--- config.mk ---
export PLATFORM = sky130hd
export DESIGN_NAME = fir_filter_top
export DESIGN_NICKNAME = d
export VERILOG_FILES = /design/src/rtl/core/fir_pkg.sv /design/src/rtl/core/fir_store.sv /design/src/rtl/core/fir_mac.sv /design/src/rtl/core/fir_filter_top.sv
export SDC_FILE = /design/constraint.sdc
export NUM_CORES = 2
export LEC_CHECK = 0
export CAP_MARGIN = 20
export CORE_ASPECT_RATIO = 0.6
export CORE_MARGIN = 1
export CORE_UTILIZATION = 58
export CTS_BUF_LIST = sky130_fd_sc_hd__clkbuf_16
export DETAILED_ROUTE_END_ITERATION = 8
export DONT_BUFFER_PORTS = 1
export PLACE_DENSITY = 0.73
export SLEW_MARGIN = 20
export SYNTH_ARGS = -nofsm -noshare
export SYNTH_HDL_FRONTEND = slang
export SYNTH_SLANG_ARGS = --single-unit
--- constraint.sdc ---
create_clock -name aclk -period 6.6 [get_ports aclk]
set_input_delay 0.66 -clock aclk [delete_from_list [all_inputs] [get_ports aclk]]
set_output_delay 0.66 -clock aclk [all_outputs]
set_load 0.05 [all_outputs]
--- src/rtl/core/fir_pkg.sv ---
`default_nettype none

package fir_pkg;

    localparam int MAX_TAPS_DEF    = 64;
    localparam int SAMPLE_BITS_DEF = 16;

    localparam int CMD_W     = 2;
    localparam int TAP_IDX_W = 6;
    localparam int TAPS_W    = 7;

    localparam logic [TAPS_W-1:0] TAPS_RESET = 7'd51;

    localparam logic [CMD_W-1:0] CMD_LOAD   = 2'd0;
    localparam logic [CMD_W-1:0] CMD_FILTER = 2'd1;
    localparam logic [CMD_W-1:0] CMD_CLEAR  = 2'd2;

    typedef struct packed {
        logic coef_we;
        logic hist_we;
        logic hist_clr;
        logic rd_en;
    } store_ctrl_t;

endpackage

`default_nettype wire

--- src/rtl/core/fir_store.sv ---
`default_nettype none

module fir_store #(
    parameter int MAX_TAPS    = fir_pkg::MAX_TAPS_DEF,
    parameter int SAMPLE_BITS = fir_pkg::SAMPLE_BITS_DEF
) (
    input  wire logic                          aclk,
    input  wire logic                          aresetn,
    input  wire fir_pkg::store_ctrl_t          ctrl,
    input  wire logic [$clog2(MAX_TAPS)-1:0]   coef_waddr,
    input  wire logic [$clog2(MAX_TAPS)-1:0]   hist_waddr,
    input  wire logic [SAMPLE_BITS-1:0]        wdata,
    input  wire logic [$clog2(MAX_TAPS)-1:0]   coef_raddr,
    input  wire logic [$clog2(MAX_TAPS)-1:0]   hist_raddr,
    output logic signed [SAMPLE_BITS-1:0]      coef_q,
    output logic signed [SAMPLE_BITS-1:0]      samp_q,
    output logic                               rd_vld
);

    logic [SAMPLE_BITS-1:0] coef_mem_reg [MAX_TAPS];
    logic [SAMPLE_BITS-1:0] hist_mem_reg [MAX_TAPS];
    logic [MAX_TAPS-1:0]    coef_vld_reg;
    logic [MAX_TAPS-1:0]    hist_vld_reg;
    logic [SAMPLE_BITS-1:0] coef_rd_reg;
    logic [SAMPLE_BITS-1:0] hist_rd_reg;
    logic                   coef_rv_reg;
    logic                   hist_rv_reg;
    logic                   rd_vld_reg;

    always_ff @(posedge aclk) begin
        if (ctrl.coef_we) begin
            coef_mem_reg[coef_waddr] <= wdata;
        end
        if (ctrl.hist_we) begin
            hist_mem_reg[hist_waddr] <= wdata;
        end
    end

    always_ff @(posedge aclk) begin
        if (ctrl.rd_en) begin
            coef_rd_reg <= coef_mem_reg[coef_raddr];
            hist_rd_reg <= hist_mem_reg[hist_raddr];
            coef_rv_reg <= coef_vld_reg[coef_raddr];
            hist_rv_reg <= hist_vld_reg[hist_raddr];
        end
    end

    // An entry never written since reset, or a history entry not written since a clear, reads as zero.
    always_ff @(posedge aclk) begin
        if (!aresetn) begin
            coef_vld_reg <= '0;
        end else if (ctrl.coef_we) begin
            coef_vld_reg[coef_waddr] <= 1'b1;
        end
    end

    always_ff @(posedge aclk) begin
        if (!aresetn || ctrl.hist_clr) begin
            hist_vld_reg <= '0;
        end else if (ctrl.hist_we) begin
            hist_vld_reg[hist_waddr] <= 1'b1;
        end
    end

    always_ff @(posedge aclk) begin
        if (!aresetn) begin
            rd_vld_reg <= 1'b0;
        end else begin
            rd_vld_reg <= ctrl.rd_en;
        end
    end

    assign coef_q = coef_rv_reg ? coef_rd_reg : '0;
    assign samp_q = hist_rv_reg ? hist_rd_reg : '0;
    assign rd_vld = rd_vld_reg;

endmodule

`default_nettype wire

--- src/rtl/core/fir_mac.sv ---
`default_nettype none

module fir_mac #(
    parameter int MAX_TAPS    = fir_pkg::MAX_TAPS_DEF,
    parameter int SAMPLE_BITS = fir_pkg::SAMPLE_BITS_DEF
) (
    input  wire logic                          aclk,
    input  wire logic                          aresetn,
    input  wire logic                          acc_clear,
    input  wire logic                          in_vld,
    input  wire logic signed [SAMPLE_BITS-1:0] coef,
    input  wire logic signed [SAMPLE_BITS-1:0] samp,
    output logic                               busy,
    output logic [SAMPLE_BITS-1:0]             result,
    output logic                               saturated
);

    localparam int IDX_W  = $clog2(MAX_TAPS);
    localparam int PROD_W = 2 * SAMPLE_BITS;
    localparam int FULL_W = PROD_W + IDX_W + 1;
    localparam int ACC_W  = (FULL_W > 64) ? 64 : FULL_W;
    localparam int FRAC   = SAMPLE_BITS - 1;

    localparam logic signed [ACC_W:0] HALF =
        {{(ACC_W + 1 - FRAC){1'b0}}, 1'b1, {(FRAC - 1){1'b0}}};
    localparam logic signed [ACC_W:0] SMAX =
        {{(ACC_W + 2 - SAMPLE_BITS){1'b0}}, {(SAMPLE_BITS - 1){1'b1}}};
    localparam logic signed [ACC_W:0] SMIN =
        {{(ACC_W + 2 - SAMPLE_BITS){1'b1}}, {(SAMPLE_BITS - 1){1'b0}}};

    logic signed [PROD_W-1:0] prod_reg;
    logic                     prod_vld_reg;
    logic signed [ACC_W-1:0]  acc_reg;
    logic signed [ACC_W-1:0]  acc_next;
    logic        [ACC_W:0]    sum;
    logic signed [ACC_W:0]    rnd;
    logic signed [ACC_W:0]    shifted;

    always_ff @(posedge aclk) begin
        prod_reg <= coef * samp;
    end

    always_ff @(posedge aclk) begin
        if (!aresetn) begin
            prod_vld_reg <= 1'b0;
        end else begin
            prod_vld_reg <= in_vld;
        end
    end

    // The running sum clips at the accumulator range instead of wrapping.
    always_comb begin
        sum = {acc_reg[ACC_W-1], acc_reg}
            + {{(ACC_W + 1 - PROD_W){prod_reg[PROD_W-1]}}, prod_reg};
        if (sum[ACC_W] != sum[ACC_W-1]) begin
            acc_next = sum[ACC_W] ? {1'b1, {(ACC_W - 1){1'b0}}}
                                  : {1'b0, {(ACC_W - 1){1'b1}}};
        end else begin
            acc_next = sum[ACC_W-1:0];
        end
    end

    always_ff @(posedge aclk) begin
        if (acc_clear) begin
            acc_reg <= '0;
        end else if (prod_vld_reg) begin
            acc_reg <= acc_next;
        end
    end

    always_comb begin
        rnd     = {acc_reg[ACC_W-1], acc_reg} + HALF;
        shifted = rnd >>> FRAC;
        if (shifted > SMAX) begin
            result    = SMAX[SAMPLE_BITS-1:0];
            saturated = 1'b1;
        end else if (shifted < SMIN) begin
            result    = SMIN[SAMPLE_BITS-1:0];
            saturated = 1'b1;
        end else begin
            result    = shifted[SAMPLE_BITS-1:0];
            saturated = 1'b0;
        end
    end

    assign busy = in_vld | prod_vld_reg;

endmodule

`default_nettype wire

--- src/rtl/core/fir_filter_top.sv ---
`default_nettype none

// Direct-form FIR filter with one shared multiply-accumulate unit. Each input word
// carries a command in s_tuser: load a coefficient at tap_index, filter a sample,
// or clear the sample history. Only a sample word returns an output word, the
// rounded and saturated Q1.15 sum of taps_in_use products, with s_tuser-style
// flag m_tuser set when the output was clipped. Load and clear words are taken
// straight from the idle state. A sample word holds the input while the sample is
// stored, each of the effective taps (51 at reset) passes through the single
// multiplier in turn, the read and multiply stages drain, and the sum is rounded
// into the output register, which then frees the input while the result waits to
// be taken. If the previous result is still waiting, the round step also waits
// until that result is taken. The tap count is written on the cfg port; 0 behaves
// as 1 and values above MAX_TAPS as MAX_TAPS.
// Write it only while idle.
module fir_filter_top #(
    parameter int MAX_TAPS    = fir_pkg::MAX_TAPS_DEF,
    parameter int SAMPLE_BITS = fir_pkg::SAMPLE_BITS_DEF
) (
    input  wire logic                                              aclk,
    input  wire logic                                              aresetn,
    input  wire logic                                              s_tvalid,
    output logic                                                   s_tready,
    // tap_index, value
    input  wire logic [((fir_pkg::TAP_IDX_W+SAMPLE_BITS+7)/8)*8-1:0] s_tdata,
    // cmd
    input  wire logic [fir_pkg::CMD_W-1:0]                         s_tuser,
    output logic                                                   m_tvalid,
    input  wire logic                                              m_tready,
    // filtered_sample
    output logic [((SAMPLE_BITS+7)/8)*8-1:0]                       m_tdata,
    // saturated
    output logic [0:0]                                             m_tuser,
    input  wire logic                                              cfg_valid,
    output logic                                                   cfg_ready,
    input  wire logic [fir_pkg::TAPS_W-1:0]                        cfg_data
);

    localparam int IDX_W     = $clog2(MAX_TAPS);
    localparam int M_TDATA_W = ((SAMPLE_BITS + 7) / 8) * 8;

    typedef enum logic [3:0] {
        ST_IDLE  = 4'b0001,
        ST_RUN   = 4'b0010,
        ST_DRAIN = 4'b0100,
        ST_ROUND = 4'b1000
    } state_t;

    state_t                        state_reg, state_next;
    logic [IDX_W-1:0]              k_reg, k_next;
    logic [IDX_W-1:0]              rd_reg, rd_next;
    logic [IDX_W-1:0]              last_reg, last_next;
    logic [IDX_W-1:0]              newest_reg, newest_next;
    logic [fir_pkg::TAPS_W-1:0]    taps_reg;
    logic                          out_vld_reg, out_vld_next;
    logic [SAMPLE_BITS-1:0]        out_data_reg, out_data_next;
    logic                          out_sat_reg, out_sat_next;

    fir_pkg::store_ctrl_t          store_ctrl;
    logic                          acc_clear;
    logic                          s_accept;
    logic [fir_pkg::TAP_IDX_W-1:0] s_tap;
    logic [SAMPLE_BITS-1:0]        s_value;
    logic                          tap_ok;
    logic [IDX_W-1:0]              pos;
    logic [IDX_W-1:0]              rd_dec;
    logic [IDX_W-1:0]              last_eff;
    logic signed [SAMPLE_BITS-1:0] coef_q;
    logic signed [SAMPLE_BITS-1:0] samp_q;
    logic                          rd_vld;
    logic                          mac_busy;
    logic [SAMPLE_BITS-1:0]        mac_result;
    logic                          mac_sat;

    assign s_tap    = s_tdata[fir_pkg::TAP_IDX_W-1:0];
    assign s_value  = s_tdata[fir_pkg::TAP_IDX_W +: SAMPLE_BITS];
    assign s_tready = (state_reg == ST_IDLE);
    assign s_accept = s_tvalid & s_tready;
    assign tap_ok   = (32'(s_tap) < MAX_TAPS);

    assign pos    = (newest_reg == IDX_W'(MAX_TAPS - 1)) ? '0 : newest_reg + 1'b1;
    assign rd_dec = (rd_reg == '0) ? IDX_W'(MAX_TAPS - 1) : rd_reg - 1'b1;

    always_comb begin
        if (taps_reg == '0) begin
            last_eff = '0;
        end else if (32'(taps_reg) > MAX_TAPS) begin
            last_eff = IDX_W'(MAX_TAPS - 1);
        end else begin
            last_eff = IDX_W'(32'(taps_reg) - 1);
        end
    end

    always_comb begin
        state_next    = state_reg;
        k_next        = k_reg;
        rd_next       = rd_reg;
        last_next     = last_reg;
        newest_next   = newest_reg;
        out_vld_next  = out_vld_reg;
        out_data_next = out_data_reg;
        out_sat_next  = out_sat_reg;
        store_ctrl    = '0;
        acc_clear     = 1'b0;

        if (out_vld_reg && m_tready) begin
            out_vld_next = 1'b0;
        end

        case (state_reg)
            ST_IDLE: begin
                if (s_accept) begin
                    case (s_tuser)
                        fir_pkg::CMD_LOAD: begin
                            store_ctrl.coef_we = tap_ok;
                        end
                        fir_pkg::CMD_CLEAR: begin
                            store_ctrl.hist_clr = 1'b1;
                            newest_next         = '0;
                        end
                        fir_pkg::CMD_FILTER: begin
                            store_ctrl.hist_we = 1'b1;
                            newest_next        = pos;
                            rd_next            = pos;
                            k_next             = '0;
                            last_next          = last_eff;
                            acc_clear          = 1'b1;
                            state_next         = ST_RUN;
                        end
                        default: begin
                        end
                    endcase
                end
            end
            ST_RUN: begin
                store_ctrl.rd_en = 1'b1;
                k_next           = k_reg + 1'b1;
                rd_next          = rd_dec;
                if (k_reg == last_reg) begin
                    state_next = ST_DRAIN;
                end
            end
            ST_DRAIN: begin
                if (!mac_busy) begin
                    state_next = ST_ROUND;
                end
            end
            ST_ROUND: begin
                if (!out_vld_reg || m_tready) begin
                    out_vld_next  = 1'b1;
                    out_data_next = mac_result;
                    out_sat_next  = mac_sat;
                    state_next    = ST_IDLE;
                end
            end
            default: begin
                state_next = ST_IDLE;
            end
        endcase
    end

    always_ff @(posedge aclk) begin
        if (!aresetn) begin
            state_reg   <= ST_IDLE;
            out_vld_reg <= 1'b0;
            newest_reg  <= '0;
        end else begin
            state_reg   <= state_next;
            out_vld_reg <= out_vld_next;
            newest_reg  <= newest_next;
        end
    end

    always_ff @(posedge aclk) begin
        k_reg        <= k_next;
        rd_reg       <= rd_next;
        last_reg     <= last_next;
        out_data_reg <= out_data_next;
        out_sat_reg  <= out_sat_next;
    end

    always_ff @(posedge aclk) begin
        if (!aresetn) begin
            taps_reg <= fir_pkg::TAPS_RESET;
        end else if (cfg_valid) begin
            taps_reg <= cfg_data;
        end
    end

    fir_store #(
        .MAX_TAPS    (MAX_TAPS),
        .SAMPLE_BITS (SAMPLE_BITS)
    ) u_store (
        .aclk       (aclk),
        .aresetn    (aresetn),
        .ctrl       (store_ctrl),
        .coef_waddr (IDX_W'(s_tap)),
        .hist_waddr (pos),
        .wdata      (s_value),
        .coef_raddr (k_reg),
        .hist_raddr (rd_reg),
        .coef_q     (coef_q),
        .samp_q     (samp_q),
        .rd_vld     (rd_vld)
    );

    fir_mac #(
        .MAX_TAPS    (MAX_TAPS),
        .SAMPLE_BITS (SAMPLE_BITS)
    ) u_mac (
        .aclk      (aclk),
        .aresetn   (aresetn),
        .acc_clear (acc_clear),
        .in_vld    (rd_vld),
        .coef      (coef_q),
        .samp      (samp_q),
        .busy      (mac_busy),
        .result    (mac_result),
        .saturated (mac_sat)
    );

    assign cfg_ready  = 1'b1;
    assign m_tvalid   = out_vld_reg;
    assign m_tdata    = M_TDATA_W'(out_data_reg);
    assign m_tuser[0] = out_sat_reg;

endmodule

`default_nettype wire

==> metrics.cfg <==
[clocking]
clkSinkCount = 2336
htree_levels = 4
numCtsBuffers = 206
cts-root-buf = clkbuf_16
clk_path_buf_depth = 4
cts_tree = built
clk_latency_ns = 0.88
cts.clk_slew.worst_paths_ns = 0.07

[global_route]
antenna_found_initial = 22
grt_first_pass_wirelength_um = 370200
grt_usage_pct = 29.52
grt_start_max_net_pins = 129
first_global_vias = 51920
grt.overflow.total = 0

[route]
drtIter0Drc = 8027
post-route-drc-count = 0
viasPerCell = 6.503
antenna_left = 0
first_pass_iters = 7
vias = 53500
wl_per_cell_um = 31.25
drt_wl_total_um = 257100

[hold_path]
hold_class = input pin to flop
hold_depth = 1
min_from = aresetn

[synthesis]
synth_cell_types = 75
synth_nets = 5944
synth_edf_count = 2117
ys_ff_latch = 2336
synthFlopType = edfxtp_1
yosys_warnings = 0
syn_inst = 5512
synthArstFlopShare_pct = 0
netlist_area_um2 = 101300
synth_area_per_cell_um2 = 18.38
ys_seq_area_share_pct = 67.07

[floorplan]
ioPinCount = 58
initial_utilization_pct = 58.55
die_h_um = 325.7
dieWidth_um = 541.6
core_um2 = 173000
die_area_um2 = 176400
row_count = 118

[placement]
post-dp-hpwl_um = 150800
numPortBuffers = 0
place_congestion = 0.9354
post_dp_cell_area_um2 = 105400

[timing]
setup_viol = 0
drv_slew = 0
min_period_ns = 6.362
finalHoldViolCount = 0
hold_slack_ns = 0.06197
skew_ns = 0.1126
min_period_over_period_pct = 96.39
tightest_slew_ns = 1.127
relSlewSlack_pct = 24.80
max_freq_mhz = 157.2

[worst_setup_path]
reg2reg_depth = 22
worstSetupPathType = flop to flop
startpoint = u_store.coef_rv_reg
start_kind = flop
path_max_fanout = 34
cp-end-kind = flop
cp.required_ns = 7.30
worstPathArrival_ns = 7.06
worstReg2RegStart = u_store.coef_rv_reg

[final_layout]
fin_util_pct = 65.17
drive_gt1_share_pct = 23.45
final_cell_area_um2 = 112800
nets = 6155
area_growth_pct = 11.31

[job]
cap_violations = 0

[power_and_ir_drop]
p_total_mw = 29.37
pwr_density_cell_nw_per_um2 = 260.5
leakagePower_nw = 38.42
peakVddDrop_v = 0.0002504

[outcome]
status = finished, final reports clean

==> cells in the final DEF (no fill, tap or decap), types with 20 or more instances in the layout <==
cell type  count
and2_1        27
clkbuf_16    208
a21o_1        34
nor3_1        21
nor2_1       265
clkinv_1      47
clkinv_2      40
buf_12        27
xnor2_1       66
mux4_2       682
ha_1         131
buf_4        217
nor2b_1       23
o21ai_0      107
nand2_1      222
o21a_1       139
buf_16        20
maj3_1        29
mux2i_1       49
xor2_1        41
edfxtp_1    2117
fa_1         262
nor2_2        60
a21oi_1      107
inv_1        359
nand3_1       51
dfxtp_1      218
==> final timing paths <==
kind                             end  slack (ns)
min                     state_reg[2]        0.06
max               u_mac.prod_reg[31]        0.24
max reg2reg       u_mac.prod_reg[31]        0.24
min reg2reg  u_store.coef_vld_reg[2]        0.46
==> stage by stage <==
step	TNS, ns	instances	worst slack, ns
final	0	8226	0.2380
after global routing	-0.01061	8225	-0.01061
after CTS	0	8216	0.02061
after detailed placement	-0.05769	7804	-0.05769
after global placement	-0.08396	7798	-0.08396
after floorplan	0	5512	0.2053
==> cells in the mapped netlist (66+ instances only) <==
master | count | share of area, %
xnor2_1 | 66 | 0.57
mux4_2 | 682 | 15
a21oi_1 | 111 | 0.55
ha_1 | 131 | 1.6
clkbuf_1 | 187 | 0.69
nand2_1 | 227 | 0.84
inv_1 | 311 | 1.2
o21ai_0 | 109 | 0.54
o21a_1 | 139 | 1.0
dfxtp_1 | 219 | 4.3
fa_1 | 263 | 5.2
edfxtp_1 | 2117 | 63
nor2_1 | 336 | 1.2
==> routing by layer <==
layer  up-vias  global-route usage, %  share of wire (%)
met5         -                      0              0.011
met4         4                  5.720                1.8
met3       329                  9.953                 14
met2      3358                  39.48                 41
met1     27870                  47.42                 42
li1      21940                      -                  -
==> cell families after synthesis <==
family,count (synthesis),share of synthesized area [%]
adder cells (fa/ha/maj),432,7.201
buffers and inverters,596,2.283
multiplexers,734,15.68
AO/OA/AOI/OAI,526,3.443
other,1,0.003701
flip-flops,2336,67.07
XOR/XNOR,107,0.9250
AND/OR/NAND/NOR,780,3.391
==> where the power goes <==
part	total [mW]	internal, mW	switching (mW)
clock	11.5	6.21	5.30
combinational	1.66	0.624	1.03
sequential	16.2	16.2	0.0433
==> worst max-delay path, stage by stage, from the launching register on <==
cell and delay (ns):
edfxtp_1 0.38, buf_12 0.20, and2_1 0.28, buf_4 0.18, nand2_1 0.07, fa_1 0.54
inv_1 0.06, fa_1 0.49, fa_1 0.64, fa_1 0.46, fa_1 0.52, inv_1 0.06
fa_1 0.49, inv_1 0.05, ha_1 0.29, a21o_1 0.19, a211oi_2 0.25, o221ai_2 0.16
and3_4 0.21, o21a_1 0.23, a211o_1 0.28, a21oi_2 0.15, xnor2_1 0.07
==> repair_timing <==
action / CTS / global route
hold buffers: 43 / 0
endpoints found under the hold margin: 1626 / 0
pin swaps: 0 / 5
endpoints found under the setup margin: 3 / 7
resized for setup: 6 / 35
buffers inserted: 0 / 3
==> area by class of cell <==
class / count / area [um^2]
tap: 2340 / 2928
sequential: 2336 / 67960
clock buffer: 208 / 5205
antenna: 2 / 5.005
multi-input combinational: 2580 / 31450
fill: 11510 / 60270
timing repair buffer: 288 / 2982
inverter: 311 / 1167
clock inverter: 161 / 1076
Power figures use the tool's default switching activity.
